## config.mk

```make
export PLATFORM = sky130hd
export DESIGN_NAME = mava_queue
export DESIGN_NICKNAME = d
export VERILOG_FILES = /design/src/hdl/mava_queue.sv
export SDC_FILE = /design/constraint.sdc
export NUM_CORES = 1
export LEC_CHECK = 0
export BUFFER_PORTS_ARGS = -buffer_cell sky130_fd_sc_hd__buf_4
export CAP_MARGIN = 20
export CORE_AREA = 2 2 253 193
export DETAILED_ROUTE_END_ITERATION = 7
export DIE_AREA = 0 0 255 195
export HOLD_SLACK_MARGIN = 0.02
export PLACE_DENSITY = 0.72
export SLEW_MARGIN = 20
export SYNTH_ARGS = -nofsm -noshare
export SYNTH_HDL_FRONTEND = slang
export SYNTH_SLANG_ARGS = --single-unit
```

## constraint.sdc

```tcl
create_clock -name clk -period 9.4 [get_ports clk]
set_input_delay 0 -clock clk [delete_from_list [all_inputs] [get_ports clk]]
set_output_delay 0 -clock clk [all_outputs]
set_load 0.02 [all_outputs]
```

## src/hdl/mava_queue.sv

```systemverilog
// mava_queue: two-entry queue of classified triangle words between front
// and back; no dependencies
module mava_queue
#(
    parameter int WIDTH = 253
) (
    input  logic             clk,
    input  logic             rst_n,
    input  logic             wr_en,
    input  logic [WIDTH-1:0] wr_data,
    output logic             full,
    input  logic             rd_en,
    output logic             rd_empty,
    output logic [WIDTH-1:0] rd_data
);

    logic [WIDTH-1:0] mem [2];
    logic             wr_ptr_reg, wr_ptr_next;
    logic             rd_ptr_reg, rd_ptr_next;
    logic [1:0]       count_reg, count_next;
    logic             do_wr, do_rd;

    // handshake qualifiers and pointer updates
    always_comb
    begin
        do_wr       = wr_en && (count_reg != 2'd2);
        do_rd       = rd_en && (count_reg != 2'd0);
        wr_ptr_next = wr_ptr_reg ^ do_wr;
        rd_ptr_next = rd_ptr_reg ^ do_rd;
        count_next  = count_reg + {1'b0, do_wr} - {1'b0, do_rd};
    end

    always_ff @(posedge clk or negedge rst_n)
    begin
        if (!rst_n)
        begin
            wr_ptr_reg <= 1'b0;
            rd_ptr_reg <= 1'b0;
            count_reg  <= 2'd0;
        end
        else
        begin
            wr_ptr_reg <= wr_ptr_next;
            rd_ptr_reg <= rd_ptr_next;
            count_reg  <= count_next;
        end
    end

    // storage
    always_ff @(posedge clk)
    begin
        if (do_wr)
        begin
            mem[wr_ptr_reg] <= wr_data;
        end
    end

    assign full     = (count_reg == 2'd2);
    assign rd_empty = (count_reg == 2'd0);
    assign rd_data  = mem[rd_ptr_reg];

endmodule

```

==> results summary, run 1 <==
The flow ran to the end, and the final reports show no timing, DRC or antenna violations. For this design, the slowest cell found on the critical path is sky130_fd_sc_hd__buf_4. The post-place setup slack came out at between 5 and 6 ns. The clock-pin slew on the worst setup and hold paths came out at 0.06 ns. The post-synthesis instance area came out at 18,700 um2. The number of clock buffers added by TritonCTS is 49. The hold violation count in the final report came out at 0. The worst pin sits at a relative slew slack of 0.266.

The cell depth of the worst flop-to-flop path came out at 5. The synthesized netlist net count is 1,068. The initial utilization of the core area, before any placement, comes to 0.397. The total number of clock tree sinks came out at 510. The total routing resource utilization after global routing is 0.168. The count of warnings emitted by yosys is 0. The routed layout has around 11,000 vias. The count of boundary I/O pins is 512. The number of pins with negative max-slew slack in the final report was 0. Setup repair after global routing left no endpoint under its margin. TritonCTS built the clock tree.

The cell family contributing the most delay on the critical path is buffers and inverters. The maximum fanout along the worst path is 70. The total setup buffers inserted after CTS came out at 0. The final weighted congestion in routability-driven placement is 0.757.

Clock latency on the worst-skew pair, taken at its later pin, is between 0.5 and 0.6 ns. The number of global-route vias before repair came to 11,455. The count of TritonRoute iterations in the first routing pass is 6. Entering global routing, the biggest net connects between 100 and 150 pins. The count of mapped cells out of synthesis came out at 807. The number of violations reported at the end of detailed-routing iteration 0 came out at 529.

The worst hold path cell count came out at 2. The number of nets in the layout came out at between 1,500 and 2,000. The most used flip-flop cell after synthesis is sky130_fd_sc_hd__edfxtp_1. The number of antenna-violating nets in the routed design is 0. The number of flops mapped to enable cells by yosys came out at 506.

The total negative setup slack came out at 0 ns. The critical path crosses 5 cells after its start point. Together, buffers and inverters on the worst path number 2. The worst hold path belongs to the class in2reg. By startpoint and endpoint, the worst setup path is classified as reg2reg.

By count the netlist is led by sky130_fd_sc_hd__edfxtp_1 (506), sky130_fd_sc_hd__mux2_2 (193), sky130_fd_sc_hd__mux2_4 (60). The placeable core region came out at 47,100 um2. The worst-case IR drop observed on VDD is 0.211 mV. The sequential element share of the synthesized area is 0.818. The die covers 49,700 um2. The maximum clock rate came out at 271 MHz. The buffer cell driving the clock tree root is sky130_fd_sc_hd__clkbuf_16. Of all cell types, the one taking the most synthesized area is sky130_fd_sc_hd__edfxtp_1. The remaining global-route overflow is 0. The largest clock skew in the final design is around 0.013 ns. The layout has around 3,400 filler cells.

The die width came out at 255 um. Setup slack on the critical path of the routed design comes to between 5 and 6 ns. After detailed placement, the design holds a cell count of 1,936. The mean post-synth cell area came out at 23.2 um2.

The number of buffers inserted by port buffering came out at between 500 and 600. By instance count, the cell type seen most on the critical path is sky130_fd_sc_hd__buf_4. Summed over all cells, the static leakage comes to 10.4 nW. The depth of the CTS H-tree is 2.

The share of Yosys cell area claimed by the top area cell type is 0.813. The flip-flop count of the largest register, all copies and words added came out at approximately 510. The max-capacitance violation count came out at 0. The number of antenna violations at the first check in global routing came out at 2. The die is just under 200 um tall. The final non-filler cell total is about 2,300. The data arrival time of the worst path came out at ~3.9 ns. Yosys instantiated no cell more often than sky130_fd_sc_hd__edfxtp_1. The pin slew with the least headroom to its limit is roughly 1.1 ns. The maximum count of clock buffers along a single path is 3. Sorting the synthesized cells by area gives the leading types as sky130_fd_sc_hd__edfxtp_1 (81%), sky130_fd_sc_hd__mux2_2 (12%), sky130_fd_sc_hd__mux2_4 (4.8%), sky130_fd_sc_hd__dfrtp_1 (0.54%), sky130_fd_sc_hd__buf_4 (0.44%).

The synthesized netlist contains 16 unique library cells. Counting flops with an async set or reset pin after synthesis yields a share of 0.00784. The final routed wirelength across all metal layers is 43,300 um. The estimated wirelength of the detail-placed design came out at 25,800 um. For this design the ratio of total power to cell area is 297 nW/um2. The detail-routed via count per cell is 4.62. The hold-fix buffer count after cts came out at 257. The critical path endpoint category is a flop. The global-route wire length before repair came out at about 64,000 um. The shortest period the worst path allows is 3.70 ns. The critical path goes through nand2b_1 > and2_1 > ha_4 > buf_4 > buf_4. In this run, post-CTS repair resized a total of 0 instances. Setup violations remaining at the end of the flow were counted as 0.

The post-synthesis register bit count came out at 510. For this run, design rule violations remaining after detail routing come to 0. The data required time at the worst endpoint came out at 9.58 ns. In this design, the stage delay of the slowest critical-path cell is 0.85 ns. After floorplanning, the core was divided into 69 placement rows. STA classifies the critical path startpoint as a flop. In the final routed layout, each cell accounts on average for 19.0 um. The final period utilization came out at 0.393. The share of post-route cells with drive strength above 1 is 0.513. The area overhead of the layout relative to synthesis came out at 46.0%.
layer usage:
layer	GRT usage	up-vias	part of all wire
met5	0	-	0
met4	0.0554	0	0.026
met3	0.0475	82	0.073
met2	0.299	378	0.52
met1	0.195	5254	0.39
li1	-	4823	-
cells by family after synthesis:
family | count (synthesis) | synth area share
XOR/XNOR | 3 | 0.00141
adder cells (fa/ha/maj) | 4 | 0.00268
flip-flops | 510 | 0.818
AO/OA/AOI/OAI | 1 | 0.000402
multiplexers | 253 | 0.164
AND/OR/NAND/NOR | 4 | 0.00107
buffers and inverters | 32 | 0.0121
per-stage QoR:
step / util / power, W / hold slack, ns / instance area [um2]
final: 0.580 / 0.00811 / 0.152 / 27300
after global routing: 0.580 / 0.00845 / 0.115 / 27300
after CTS: 0.580 / 0.00818 / 0.107 / 27300
after detailed placement: 0.494 / 0.00623 / -0.195 / 23200
after global placement: 0.494 / 0.00619 / -0.198 / 23200
after floorplan: - / 0.00522 / -0.296 / 18700
final timing paths:
check / startpoint / endpoint / slack [ns]
max: count_reg[1] / mem[0][150] / 5.70
min: wr_data[10] / mem[0][10] / 0.15
max reg2reg: count_reg[1] / mem[0][150] / 5.70
min reg2reg: count_reg[1] / count_reg[1] / 0.54
max in group asynchronous: rst_n / rd_ptr_reg / 8.83
min in group asynchronous: rst_n / wr_ptr_reg / 0.37
report_power, final:
part | total [W] | internal (W) | switching, W
clock network | 0.00184 | 0.00103 | 0.000809
registers | 0.00327 | 0.00311 | 0.000157
logic | 0.00300 | 0.00137 | 0.00162
total | 0.00811 | 0.00552 | 0.00259
layout make-up:
type                    instances  area (um2)  area share
diodes                          3        7.51    0.000275
clock buffers                  68        1400      0.0513
clock inverters                16        88.8     0.00325
inverters                       4        15.0    0.000550
multi-input cells             265        3200       0.117
flip-flops and latches        510       15300       0.560
well taps                     639         800      0.0293
repair buffers                775        6490       0.238
worst register-to-register path, delay by kind of cell, from the launching register on:
| family | cells | cell delay, ns |
|---|---|---|
| fa+ha+maj | 1 | 0.73 |
| flops | 1 | 0.42 |
| buf+inv | 2 | 1.69 |
| simple gates | 2 | 0.38 |
placed cells by master (no fill, tap or decap), types with 3 or more instances in the layout:
| cell | synthesis | final |
|---|---|---|
| sky130_fd_sc_hd__edfxtp_1 | 506 | 506 |
| sky130_fd_sc_hd__clkbuf_16 | 0 | 51 |
| sky130_fd_sc_hd__inv_1 | 4 | 4 |
| sky130_fd_sc_hd__clkinv_1 | 0 | 7 |
| sky130_fd_sc_hd__clkbuf_1 | 0 | 11 |
| sky130_fd_sc_hd__clkinvlp_4 | 0 | 4 |
| sky130_fd_sc_hd__clkinv_2 | 0 | 3 |
| sky130_fd_sc_hd__mux2_2 | 193 | 193 |
| sky130_fd_sc_hd__diode_2 | 0 | 3 |
| sky130_fd_sc_hd__buf_4 | 11 | 516 |
| sky130_fd_sc_hd__clkbuf_8 | 0 | 6 |
| sky130_fd_sc_hd__dfrtp_1 | 4 | 3 |
| sky130_fd_sc_hd__mux2_4 | 60 | 60 |
| sky130_fd_sc_hd__dlygate4sd3_1 | 0 | 257 |
(Power assumes the default switching activity.)
==> run 2: changes to the inputs <==
Settings changed: PLACE_DENSITY 0.72 to 0.75.
Clock period 9.4 ns to 3.1 ns, I/O delays scaled along.
==> results summary, run 2 (same netlist as run 1, synthesis figures left out) <==
Result of the run: complete, no violations (unchanged). The count of boundary I/O pins came out at 512 (unchanged). The data arrival time of the worst path came out at 2.40 ns (was 3.88 ns).

The largest clock skew in the final design came out at 0.0167 ns (was 0.0129 ns). The flip-flop count of the largest register, all copies and words added came out at 506 (unchanged). Based on the critical path, the design can be clocked at up to 417 MHz. The instance area at placement was 23,500 um2 (was 23,200 um2). The critical path endpoint category is a primary output (was flop). The total routing resource utilization after global routing came out at 0.181 (was 0.168). The shortest period the worst path allows is about 2.4 ns. The number of violations reported at the end of detailed-routing iteration 0 came out at 522 (was 529). The worst hold slack was 0.166 ns (was 0.152 ns).

The number of setup violations in the final report came out at 0 (unchanged). The relative slew slack came out at 0.586 (was 0.266). The library cell contributing the largest single delay on the critical path is sky130_fd_sc_hd__dfrtp_4 (was sky130_fd_sc_hd__buf_4). The depth of the CTS H-tree came out at 2 (unchanged).

The most common cell after layout, fill and taps aside is sky130_fd_sc_hd__buf_4 (unchanged). The power density over the cells was 907 nW/um2 (was 297 nW/um2). The final instance area came out at 27,500 um2 (was 27,300 um2).

The count of standard-cell rows came out at 69 (unchanged). The count of TritonRoute iterations in the first routing pass came out at 5 (was 6). The quantity of gates resized following cts is 0 (unchanged). The maximum count of clock buffers along a single path is 3 (unchanged). The clock latency reported for the late side of the worst-skew pair is 0.56 ns (was 0.57 ns). The share of post-route cells with drive strength above 1 is 0.517 (was 0.513).

The static power due to leakage is 10.5 nW (was 10.4 nW). The fill cell instance count of the final layout is 3,305 (was 3,388). The number of antenna violations at the first check in global routing is 2 (unchanged). The number of pins with negative max-slew slack in the final report came out at 0 (unchanged). The number of global-route vias before repair came out at 12,069 (was 11,455). The area overhead of the layout relative to synthesis was 47.3% (was 46.0%). The pin slew with the least headroom to its limit was 0.621 ns (was 1.10 ns).

The number of remaining DRC errors was 0 (unchanged). The startpoint kind of the worst setup timing path is a flop (unchanged). The type of the most critical hold path was in2reg (unchanged). The remaining global-route overflow came to 0 (unchanged). The register area came out at 15,300 um2 (unchanged). The highest cell delay on the worst timing path came to 0.72 ns (was 0.85 ns). The detail-routed via count per cell is 4.71 (was 4.62). The count of vias placed by the detailed router came out at 10,827 (was 10,537). Highest-count cells in the layout ignoring fill and taps: sky130_fd_sc_hd__buf_4 (526), sky130_fd_sc_hd__edfxtp_1 (506), sky130_fd_sc_hd__dlygate4sd3_1 (257) (was sky130_fd_sc_hd__buf_4 (516), sky130_fd_sc_hd__edfxtp_1 (506), sky130_fd_sc_hd__dlygate4sd3_1 (257)).

The maximum VDD drop is 0.644 mV (was 0.211 mV). The maximum fanout along the worst path was 71 (was 70). Of the available clock period, the critical path in the final layout requires 0.774. The pin count of the biggest net entering global routing is 95 (was 129). The mean routed wirelength per cell came out at 20.1 um (was 19.0 um). The area of the die is 49,700 um2 (unchanged). The CTS tree is yes (unchanged).

The final routed wirelength across all metal layers is 46,300 um (was 43,300 um). The number of buffers inserted by port buffering came out at 511 (unchanged). The placeable core region came out at 47,100 um2 (unchanged). The global-route wire length before repair came out at 68,500 um (was 64,100 um). The classification of the worst setup path is reg2out (was reg2reg). The data required time at the worst endpoint is 3.10 ns (was 9.58 ns). The die height was 195 um (unchanged).

The number of nets in the layout came out at 1,886 (was 1,866). Sequence of cells on the critical path: buf_12 > mux2_2 > buf_4 (was nand2b_1 > and2_1 > ha_4 > buf_4 > buf_4). The number of antenna-violating nets in the routed design came out at 0 (unchanged). The max-capacitance violation count is 0 (unchanged). The footprint of the multi-input gates came out at 3200 um2 (unchanged).

Unrepaired setup endpoints after global routing: no (unchanged). The initial standard-cell utilization of the core is 0.397 (unchanged). The final weighted congestion in routability-driven placement came out at 0.778 (was 0.757).

The total number of clock tree sinks came out at 510 (unchanged). The clock-pin slew on the worst setup and hold paths came out at 0.07 ns (was 0.06 ns). The hold violation count in the final report came out at 0 (unchanged). The buffer cell driving the clock tree root is sky130_fd_sc_hd__clkbuf_16 (unchanged). The die width came out at 255 um (unchanged). The number of clock buffers inserted by TritonCTS is 49 (unchanged). The estimated wirelength of the detail-placed design came out at 28,100 um (was 25,800 um).
run 2: critical path, delay by kind of cell (launching register included):
family / cells / cell delay, ns
buffers and inverters: 2 / 0.58
multiplexers: 1 / 0.41
flip-flops: 1 / 0.72
run 2: worst paths after layout:
kind                       slack (ns)    startpoint  cells after the start            to
max                              0.70    rd_ptr_reg                      3   rd_data[52]
min                              0.17   wr_data[39]                      2    mem[1][39]
max reg2reg                      1.09  count_reg[1]                      5   mem[1][227]
min reg2reg                      0.57  count_reg[1]                      1  count_reg[1]
max in group asynchronous        2.48         rst_n                      3    rd_ptr_reg
min in group asynchronous        0.39         rst_n                      3    rd_ptr_reg
run 2: stage by stage:
stage | setup TNS [ns] | total power, W | util | cells | setup WS [ns]
after floorplan | -627.15 | 0.0156 | - | 807 | -1.24
after global routing | 0 | 0.0259 | 0.585 | 2301 | 0.601
final | 0 | 0.0250 | 0.585 | 2301 | 0.701
after global placement | 0 | 0.0190 | 0.500 | 1956 | 1.14
after CTS | 0 | 0.0250 | 0.585 | 2299 | 0.650
after detailed placement | 0 | 0.0191 | 0.500 | 1956 | 1.11
run 2: report_power, final:
| group | switching, W | total, W | internal (W) |
|---|---|---|---|
| registers | 0.000442 | 0.00986 | 0.00941 |
| clock network | 0.00244 | 0.00560 | 0.00315 |
| logic | 0.00515 | 0.00953 | 0.00437 |
run 2: repair_timing:
| item | CTS | global route |
|---|---|---|
| endpoints found under the hold margin | 514 | 0 |
| hold buffers | 257 | 0 |
| setup buffers | 0 | 0 |
run 2: cell type report:
cell class / instances / share of cell area
Sequential cell: 510 / 0.555
Timing Repair Buffer: 795 / 0.245
Multi-Input combinational cell: 265 / 0.116
Clock buffer: 63 / 0.0464
Tap cell: 639 / 0.0290
Clock inverter: 23 / 0.00677
Inverter: 4 / 0.000545
Antenna cell: 2 / 0.000182
run 2: routing by layer:
layer	vias to the layer above	wire, um	track usage
li1	4852	-	-
met1	5446	17200	0.199
met2	436	24500	0.330
met3	93	3160	0.0481
met4	0	1530	0.0697
met5	-	0	0
