File: config.mk
export PLATFORM = sky130hd
export DESIGN_NAME = mava_back
export DESIGN_NICKNAME = d
export VERILOG_FILES = /design/src/hdl/mava_pkg.sv /design/src/hdl/mava_back.sv
export SDC_FILE = /design/constraint.sdc
export NUM_CORES = 2
export LEC_CHECK = 0
export BUFFER_PORTS_ARGS = -buffer_cell sky130_fd_sc_hd__buf_2
export CAP_MARGIN = 0
export CORE_MARGIN = 2
export CORE_UTILIZATION = 30
export CTS_BUF_LIST = sky130_fd_sc_hd__clkbuf_2 sky130_fd_sc_hd__clkbuf_4 sky130_fd_sc_hd__clkbuf_8
export CTS_CLUSTER_SIZE = 28
export DETAILED_ROUTE_END_ITERATION = 8
export HOLD_SLACK_MARGIN = 0.03
export SYNTH_ARGS = -nofsm -noshare
export SYNTH_HDL_FRONTEND = slang
export SYNTH_SLANG_ARGS = --single-unit
File: constraint.sdc
create_clock -name clk -period 13.1 [get_ports clk]
set_input_delay 1.31 -clock clk [delete_from_list [all_inputs] [get_ports clk]]
set_output_delay 1.31 -clock clk [all_outputs]
set_load 0.01 [all_outputs]
File: src/hdl/mava_pkg.sv
// mava_pkg: shared widths, sequencer states and shift codes for the mesh
// area and volume accumulator; no dependencies
package mava_pkg;

    localparam int AREA_W  = 48;
    localparam int VOL_W   = 64;
    localparam int VOUT_W  = 63;
    localparam int TALLY_W = 24;
    localparam int DIV_STEPS = 8;
    localparam int DIGIT_W = 8;
    localparam int MUL_STEPS = 15;
    localparam logic [3:0] DIVISOR = 4'd6;
    // floor(t/6) == (t*683)>>12 for every t below 6*256
    localparam logic [10:0] RECIP_SIX = 11'd683;
    localparam int RECIP_SHIFT = 12;

    // back-end sequencer states
    typedef enum logic [2:0] {
        ST_IDLE,
        ST_MUL,
        ST_DRAIN,
        ST_ROOT,
        ST_UPDATE,
        ST_DIV,
        ST_EMIT
    } back_state_t;

    // alignment of one partial product inside its accumulator
    typedef enum logic [1:0] {
        SH_NONE,
        SH_HALF,
        SH_HALF_X2,
        SH_FULL
    } shift_t;

endpackage

File: src/hdl/mava_back.sv
// mava_back: sequencer with one shared multiplier, bit-serial square root,
// saturating sums, divide by six and the result register; uses mava_pkg
module mava_back
    import mava_pkg::*;
#(
    parameter int COORD_BITS = 16
) (
    input  logic                      clk,
    input  logic                      rst_n,
    input  logic [15*COORD_BITS+12:0] q_data,
    input  logic                      q_empty,
    output logic                      q_pop,
    output logic                      empty,
    input  logic                      pop,
    output logic [AREA_W-1:0]         total_area,
    output logic [VOUT_W-1:0]         total_volume,
    output logic [TALLY_W-1:0]        triangle_total
);

    localparam int C   = COORD_BITS;
    localparam int MW  = C + 1;
    localparam int PW  = 2*MW + 2;
    localparam int KW  = 2*C + 3;
    localparam int MD  = 2*C + 1;
    localparam int RW  = 2*C + 3;
    localparam int SQW = 2*RW;
    localparam int AW  = SQW + 2;
    localparam int VW  = 3*C + 4;
    localparam int SW  = ((VW > VOL_W) ? VW : VOL_W) + 1;
    localparam int ASW = ((RW > AREA_W) ? RW : AREA_W) + 1;
    localparam int WW  = 15*C + 13;
    localparam int RCW = $clog2(RW);
    localparam int DTW = DIGIT_W + 3;
    localparam int DPW = 2*DTW;

    back_state_t state_reg, state_next;

    logic [WW-1:0]          item_reg;
    logic [3:0]             step_reg;
    logic signed [PW-1:0]   prod_reg;
    shift_t                 psh_reg;
    logic                   ptgt_reg;
    logic signed [AW-1:0]   len2_reg;
    logic signed [VW-1:0]   tri_reg;
    logic [SQW-1:0]         rad_reg;
    logic [RW+1:0]          rem_reg;
    logic [RW-1:0]          root_reg;
    logic [RCW-1:0]         rcnt_reg;
    logic [AREA_W-1:0]      area_sum_reg;
    logic [VOL_W-1:0]       volume_sum_reg;
    logic [TALLY_W-1:0]     tally_reg;
    logic [VOL_W-1:0]       num_reg;
    logic [2:0]             drem_reg;
    logic [2:0]             dcnt_reg;
    logic [AREA_W-1:0]      res_area_reg;
    logic [TALLY_W-1:0]     res_tally_reg;
    logic                   out_valid_reg;
    logic [AREA_W-1:0]      out_area_reg;
    logic [VOUT_W-1:0]      out_vol_reg;
    logic [TALLY_W-1:0]     out_tally_reg;

    logic                   load_item, item_last;
    logic                   mul_done, root_done, div_done, out_free;
    logic signed [KW-1:0]   kx, ky, kz, ksel;
    logic signed [MD-1:0]   mx, my, mz, msel;
    logic signed [C-1:0]    ax, ay, az, asel;
    logic signed [MW:0]     opa, opb;
    shift_t                 sh;
    logic                   tgt;
    logic signed [AW-1:0]   pext_a, padd_a;
    logic signed [VW-1:0]   pext_v, padd_v;
    logic [RW+1:0]          rem_try, trial;
    logic [ASW-1:0]         area_add;
    logic [AREA_W-1:0]      area_new;
    logic signed [SW-1:0]   vol_add;
    logic [VOL_W-1:0]       vol_new, vol_mag;
    logic [TALLY_W-1:0]     tally_new;
    logic [DTW-1:0]         dtry, dsub;
    logic [DPW-1:0]         dprod;
    logic [DIGIT_W-1:0]     dq;

    // field split of the queue word
    always_comb
    begin
        {item_last, ax, ay, az, mx, my, mz, kx, ky, kz} = item_reg;
    end

    // next state
    always_comb
    begin
        state_next = state_reg;
        case (state_reg)
            ST_IDLE:   if (!q_empty) state_next = ST_MUL;
            ST_MUL:    if (mul_done) state_next = ST_DRAIN;
            ST_DRAIN:  state_next = ST_ROOT;
            ST_ROOT:   if (root_done) state_next = ST_UPDATE;
            ST_UPDATE: state_next = item_last ? ST_DIV : ST_IDLE;
            ST_DIV:    if (div_done) state_next = ST_EMIT;
            ST_EMIT:   if (out_free) state_next = ST_IDLE;
            default:   state_next = ST_IDLE;
        endcase
    end

    // sequencer outputs
    always_comb
    begin
        load_item = 1'b0;
        case (state_reg)
            ST_IDLE: load_item = !q_empty;
            default: load_item = 1'b0;
        endcase
    end

    assign mul_done  = (step_reg == 4'(MUL_STEPS - 1));
    assign root_done = (rcnt_reg == '0);
    assign div_done  = (dcnt_reg == 3'(DIV_STEPS - 1));
    assign out_free  = !out_valid_reg;
    assign q_pop     = load_item;

    // operand select for the shared multiplier
    always_comb
    begin
        ksel = kx;
        msel = mx;
        asel = ax;
        case (step_reg)
            4'd3, 4'd4, 4'd5:    ksel = ky;
            4'd6, 4'd7, 4'd8:    ksel = kz;
            default:             ksel = kx;
        endcase
        case (step_reg)
            4'd11, 4'd12:        begin msel = my; asel = ay; end
            4'd13, 4'd14:        begin msel = mz; asel = az; end
            default:             begin msel = mx; asel = ax; end
        endcase
        opa = '0;
        opb = '0;
        sh  = SH_NONE;
        tgt = 1'b0;
        case (step_reg)
            4'd0, 4'd3, 4'd6:
            begin
                opa = {1'b0, ksel[MW-1:0]};
                opb = {1'b0, ksel[MW-1:0]};
            end
            4'd1, 4'd4, 4'd7:
            begin
                opa = {1'b0, ksel[MW-1:0]};
                opb = ksel[KW-1:MW];
                sh  = SH_HALF_X2;
            end
            4'd2, 4'd5, 4'd8:
            begin
                opa = ksel[KW-1:MW];
                opb = ksel[KW-1:MW];
                sh  = SH_FULL;
            end
            4'd9, 4'd11, 4'd13:
            begin
                opa = {{(MW+1-C){asel[C-1]}}, asel};
                opb = {1'b0, msel[MW-1:0]};
                tgt = 1'b1;
            end
            4'd10, 4'd12, 4'd14:
            begin
                opa = {{(MW+1-C){asel[C-1]}}, asel};
                opb = {{(MW+1-(MD-MW)){msel[MD-1]}}, msel[MD-1:MW]};
                sh  = SH_HALF;
                tgt = 1'b1;
            end
            default:
            begin
                opa = '0;
                opb = '0;
            end
        endcase
    end

    // align the registered product into its accumulator
    always_comb
    begin
        pext_a = AW'(prod_reg);
        pext_v = VW'(prod_reg);
        case (psh_reg)
            SH_HALF:    begin padd_a = pext_a <<< MW;       padd_v = pext_v <<< MW; end
            SH_HALF_X2: begin padd_a = pext_a <<< (MW + 1); padd_v = pext_v <<< (MW + 1); end
            SH_FULL:    begin padd_a = pext_a <<< (2*MW);   padd_v = pext_v <<< (2*MW); end
            default:    begin padd_a = pext_a;              padd_v = pext_v; end
        endcase
    end

    // one root digit: bring down two radicand bits, try to subtract
    always_comb
    begin
        rem_try = {rem_reg[RW-1:0], rad_reg[SQW-1:SQW-2]};
        trial   = {root_reg, 2'b01};
    end

    // saturating sums
    always_comb
    begin
        area_add = ASW'(area_sum_reg) + ASW'(root_reg >> 1);
        if (area_add > ASW'({AREA_W{1'b1}}))
            area_new = {AREA_W{1'b1}};
        else
            area_new = area_add[AREA_W-1:0];
        vol_add = SW'($signed(volume_sum_reg)) + SW'(tri_reg);
        if ((&vol_add[SW-1:VOL_W-1]) || !(|vol_add[SW-1:VOL_W-1]))
            vol_new = vol_add[VOL_W-1:0];
        else if (vol_add[SW-1])
            vol_new = {1'b1, {(VOL_W-1){1'b0}}};
        else
            vol_new = {1'b0, {(VOL_W-1){1'b1}}};
        vol_mag   = vol_new[VOL_W-1] ? (~vol_new + 1'b1) : vol_new;
        tally_new = (&tally_reg) ? tally_reg : tally_reg + 1'b1;
    end

    // one quotient byte by reciprocal multiply, remainder carried to the next
    always_comb
    begin
        dtry  = {drem_reg, num_reg[VOL_W-1 -: DIGIT_W]};
        dprod = DPW'(dtry) * DPW'(RECIP_SIX);
        dq    = dprod[RECIP_SHIFT +: DIGIT_W];
        dsub  = dtry - DTW'(dq) * DTW'(DIVISOR);
    end

    // control registers
    always_ff @(posedge clk or negedge rst_n)
    begin
        if (!rst_n)
        begin
            state_reg      <= ST_IDLE;
            area_sum_reg   <= '0;
            volume_sum_reg <= '0;
            tally_reg      <= '0;
            out_valid_reg  <= 1'b0;
        end
        else
        begin
            state_reg <= state_next;
            if (state_reg == ST_UPDATE)
            begin
                area_sum_reg   <= item_last ? '0 : area_new;
                volume_sum_reg <= item_last ? '0 : vol_new;
                tally_reg      <= item_last ? '0 : tally_new;
            end
            if (state_reg == ST_EMIT && out_free)
                out_valid_reg <= 1'b1;
            else if (pop && out_valid_reg)
                out_valid_reg <= 1'b0;
        end
    end

    // datapath registers
    always_ff @(posedge clk)
    begin
        if (load_item)
        begin
            item_reg <= q_data;
            step_reg <= '0;
            len2_reg <= '0;
            tri_reg  <= '0;
        end
        if (state_reg == ST_MUL)
        begin
            prod_reg <= opa * opb;
            psh_reg  <= sh;
            ptgt_reg <= tgt;
            step_reg <= step_reg + 4'd1;
        end
        if (state_reg == ST_DRAIN || (state_reg == ST_MUL && step_reg != '0))
        begin
            if (ptgt_reg)
                tri_reg <= tri_reg + padd_v;
            else
                len2_reg <= len2_reg + padd_a;
        end
        if (state_reg == ST_DRAIN)
        begin
            rad_reg  <= len2_reg[SQW-1:0];
            rem_reg  <= '0;
            root_reg <= '0;
            rcnt_reg <= RCW'(RW - 1);
        end
        if (state_reg == ST_ROOT)
        begin
            rad_reg  <= rad_reg << 2;
            rcnt_reg <= rcnt_reg - 1'b1;
            if (rem_try >= trial)
            begin
                rem_reg  <= rem_try - trial;
                root_reg <= {root_reg[RW-2:0], 1'b1};
            end
            else
            begin
                rem_reg  <= rem_try;
                root_reg <= {root_reg[RW-2:0], 1'b0};
            end
        end
        if (state_reg == ST_UPDATE)
        begin
            res_area_reg  <= area_new;
            res_tally_reg <= tally_new;
            num_reg       <= vol_mag;
            drem_reg      <= '0;
            dcnt_reg      <= '0;
        end
        if (state_reg == ST_DIV)
        begin
            dcnt_reg <= dcnt_reg + 3'd1;
            drem_reg <= dsub[2:0];
            num_reg  <= {num_reg[VOL_W-DIGIT_W-1:0], dq};
        end
        if (state_reg == ST_EMIT && out_free)
        begin
            out_area_reg  <= res_area_reg;
            out_vol_reg   <= num_reg[VOUT_W-1:0];
            out_tally_reg <= res_tally_reg;
        end
    end

    assign empty          = !out_valid_reg;
    assign total_area     = out_area_reg;
    assign total_volume   = out_vol_reg;
    assign triangle_total = out_tally_reg;

endmodule

==> parameters.txt <==
Parameter                              Value

Placement
  Number of cells in the design after placement    9748
  DPL Wire Length    143 mm
  Global placement routability congestion    0.906
  Setup slack after placement    2780 ps
  Port-buffer cells    393
  Placed cell area    72400 µm²

Cells and area
  Finished layout cell area    75900 µm²
  Layout Area Growth over Synthesis    13.3%
  Share of final-layout standard cells stronger than drive strength 1    12.7%
  Net count, final    7980
  Max FFs per register    253
  Number of cells in the finished layout apart from fillers    10068

Logic synthesis
  Number of unique standard cell types used by synthesis    105
  Summed instance area of the synthesized netlist    67000 µm²
  Synth area leader    sky130_fd_sc_hd__edfxtp_1
  Dominant synthesized flop cell    sky130_fd_sc_hd__edfxtp_1
  Total nets after synthesis    7627
  Per-instance average area after synthesis    10.2 µm²
  Ys async rst share    14.3%
  Top post-synthesis cells by area    sky130_fd_sc_hd__edfxtp_1 32%, sky130_fd_sc_hd__fa_1 11%, sky130_fd_sc_hd__ha_1 7.8%, sky130_fd_sc_hd__dfrtp_1 5.2%, sky130_fd_sc_hd__dfxtp_1 3.7%
  Share of synthesized area occupied by flip-flops and latches    41.1%
  Flop and latch count out of synthesis    981
  Number of enable-type register cells in the synthesized netlist    717
  Ys Warns    0
  Share of the synthesized area in the top cell type    32.1%
  Gate count after technology mapping    6592

Global routing
  Maximum number of pins on one net before global-route repair    121
  Total routing resource utilization after global routing    16.3%
  Global-route wire length before repair    295 mm
  Via count of the first global-routing pass    50547
  Antenna violations before repair    13
  Remaining Overflow, GRT    0

Run status
  Status    finished, final reports clean

Worst setup path
  Most numerous cell on the critical path    sky130_fd_sc_hd__fa_1
  CP Max Fanout    27
  Arrival time at the worst endpoint    11090 ps
  Element type at the critical path start    register
  Worst path slowest cell    sky130_fd_sc_hd__nor3_1
  Data required, critical path    13740 ps
  Sort of element at the end of the critical path    register
  Crit path kind    register to register
  Maximum cell stage delay along the critical path    1120 ps

Timing
  Final critical-path share of the clock period    79.8%
  Final setup fails    0
  Final setup TNS    0 ps
  Final critical path time including I/O delays and setup    10450 ps
  Unrepaired setup endpoints after global routing    no
  Final Slew Violations    0
  Achievable Freq    95.7 MHz
  Hold Vio Cnt, Final    0
  Worst-Margin Slew    1440 ps
  Remaining max-slew budget at the tightest pin    3.44%
  Max Clock Skew    51.9 ps
  Worst setup slack after layout    2650 ps

Clock tree
  Number of buffers created by CTS    170
  Number of setup buffers added after CTS    0
  Root Buffer    sky130_fd_sc_hd__clkbuf_8
  Clock Sink Count    981
  Maximum count of clock buffers along a single path    3
  Clk slew on worst S/H paths    60 ps
  Number of H-tree levels    4
  Cells resized by post-CTS repair    0
  Clock tree from TritonCTS    done
  Worst-skew pair later-pin latency    910 ps
  Hold-fix buffer count after cts    0

Route
  DR WL/cell    18.7 µm
  Drt first pass iters    6
  Number of remaining DRC errors    0
  Vias per std cell    5.02
  1st-iter DRT viols    3895
  Post-detailed-route count of antenna-violating nets    0
  Overall via count from detail_route    50523
  WL final    188 mm

Floorplan
  Die Wd    477 µm
  Initial cell density of the core    30.2%
  Count of standard-cell rows    173
  Core outline area    222000 µm²
  Die area    227000 µm²
  Number of top-level pins    394
  Die height    477 µm

Job
  Maxcap violations    0

Worst hold path
  Kind of path behind the tightest hold check    register to register
[metrics by stage]
stage	utilization, %	hold WS (ps)
3_3_place_gp	32.6	403
4_1_cts	34.2	415
3_5_place_dp	32.6	405
5_1_grt	34.2	425
6_report	34.2	418
2_1_floorplan	-	400
[critical path, delay by kind of cell (launching register included)]
kind	cells	cell delay (ps)
buffers and inverters	7	1010
and+or+nand+nor	9	2310
adders and majority gates	8	3680
xor gates and xnor gates	1	90
AOI/OAI and AO/OA	9	2610
DFF	1	430
[worst paths after layout]
path,slack [ps],from,depth (start not counted),endpoint
max,2650,step_reg[1]$_SDFFCE_PN0P_,34,prod_reg[33]$_DFFE_PP_
min,420,res_tally_reg[4]$_DFFE_PP_,0,triangle_total[4]$_DFFE_PP_
min in group asynchronous,460,rst_n,1,area_sum_reg[30]$_DFFE_PN0P_
max reg2reg,2650,step_reg[1]$_SDFFCE_PN0P_,34,prod_reg[33]$_DFFE_PP_
min reg2reg,420,res_tally_reg[4]$_DFFE_PP_,0,triangle_total[4]$_DFFE_PP_
max in group asynchronous,11170,rst_n,2,volume_sum_reg[41]$_DFFE_PN0P_
[Yosys cell counts, types with 113 or more instances]
library cell,n
sky130_fd_sc_hd__a21o_1,154
sky130_fd_sc_hd__xnor2_1,220
sky130_fd_sc_hd__dfrtp_1,140
sky130_fd_sc_hd__dfxtp_1,124
sky130_fd_sc_hd__a22o_1,113
sky130_fd_sc_hd__fa_1,359
sky130_fd_sc_hd__inv_1,621
sky130_fd_sc_hd__nor2_1,573
sky130_fd_sc_hd__edfxtp_1,717
sky130_fd_sc_hd__o21ai_0,378
sky130_fd_sc_hd__mux2i_1,127
sky130_fd_sc_hd__xor2_1,137
sky130_fd_sc_hd__ha_1,419
sky130_fd_sc_hd__a21oi_1,402
sky130_fd_sc_hd__clkbuf_1,242
sky130_fd_sc_hd__nand2_1,572
sky130_fd_sc_hd__nand3_1,202
[per-layer routing]
metal | share of wire (%) | GRT usage [%] | wire, µm | up-vias
met2 | 45 | 25.9 | 85100 | 1596
li1 | - | - | - | 24062
met4 | 3.3 | 5.50 | 6130 | 12
met1 | 45 | 22.0 | 85500 | 24518
met5 | 0.039 | 0 | 73 | -
met3 | 6.0 | 3.35 | 11300 | 335
[placed cells by master (no fill, tap or decap), drive strengths merged, types with 27 or more instances in the layout]
cell type	n
nor4	27
and3	43
nand4	51
nor2	573
a22oi	67
edfxtp	717
a22o	113
a21o	155
dfxtp	124
a21oi	408
xor2	137
o31ai	28
clkbuf	227
inv	630
fa	359
nand3	202
nor3	77
dfrtp	140
o21ai	401
nor2b	40
xnor2	220
nand2	572
a31o	28
nand2b	69
o21bai	47
and2	52
mux2i	127
a211oi	42
o21a	43
clkinv	67
buf	472
a31oi	43
or3	30
ha	419
[kinds of logic (layout without fill, tap and decap cells)]
| kind of cell | Yosys count | after routing | synth area share (%) |
|---|---|---|---|
| AO/OA/AOI/OAI | 1585 | 1585 | 15.5 |
| XOR/XNOR | 357 | 357 | 4.66 |
| adder cells (fa/ha/maj) | 779 | 779 | 18.6 |
| buffers and inverters | 913 | 1408 | 5.16 |
| flip-flops | 981 | 981 | 41.1 |
| multiplexers | 148 | 148 | 2.55 |
| other | 0 | 6 | 0 |
| AND/OR/NAND/NOR | 1829 | 1829 | 12.5 |
[layout make-up]
| type | count | area, µm² |
|---|---|---|
| clock buffers | 227 | 2840 |
| multi-input cells | 4698 | 36200 |
| inverters | 622 | 2350 |
| flip-flops and latches | 981 | 27500 |
| well taps | 2975 | 3720 |
| fillers | 22416 | 146000 |
| diodes | 6 | 15.0 |
| clock inverters | 87 | 698 |
| repair buffers | 472 | 2570 |
Power is left out: the tool's default activity adds up to more than one toggle a clock period on the data nets, which glitch-free logic cannot reach.
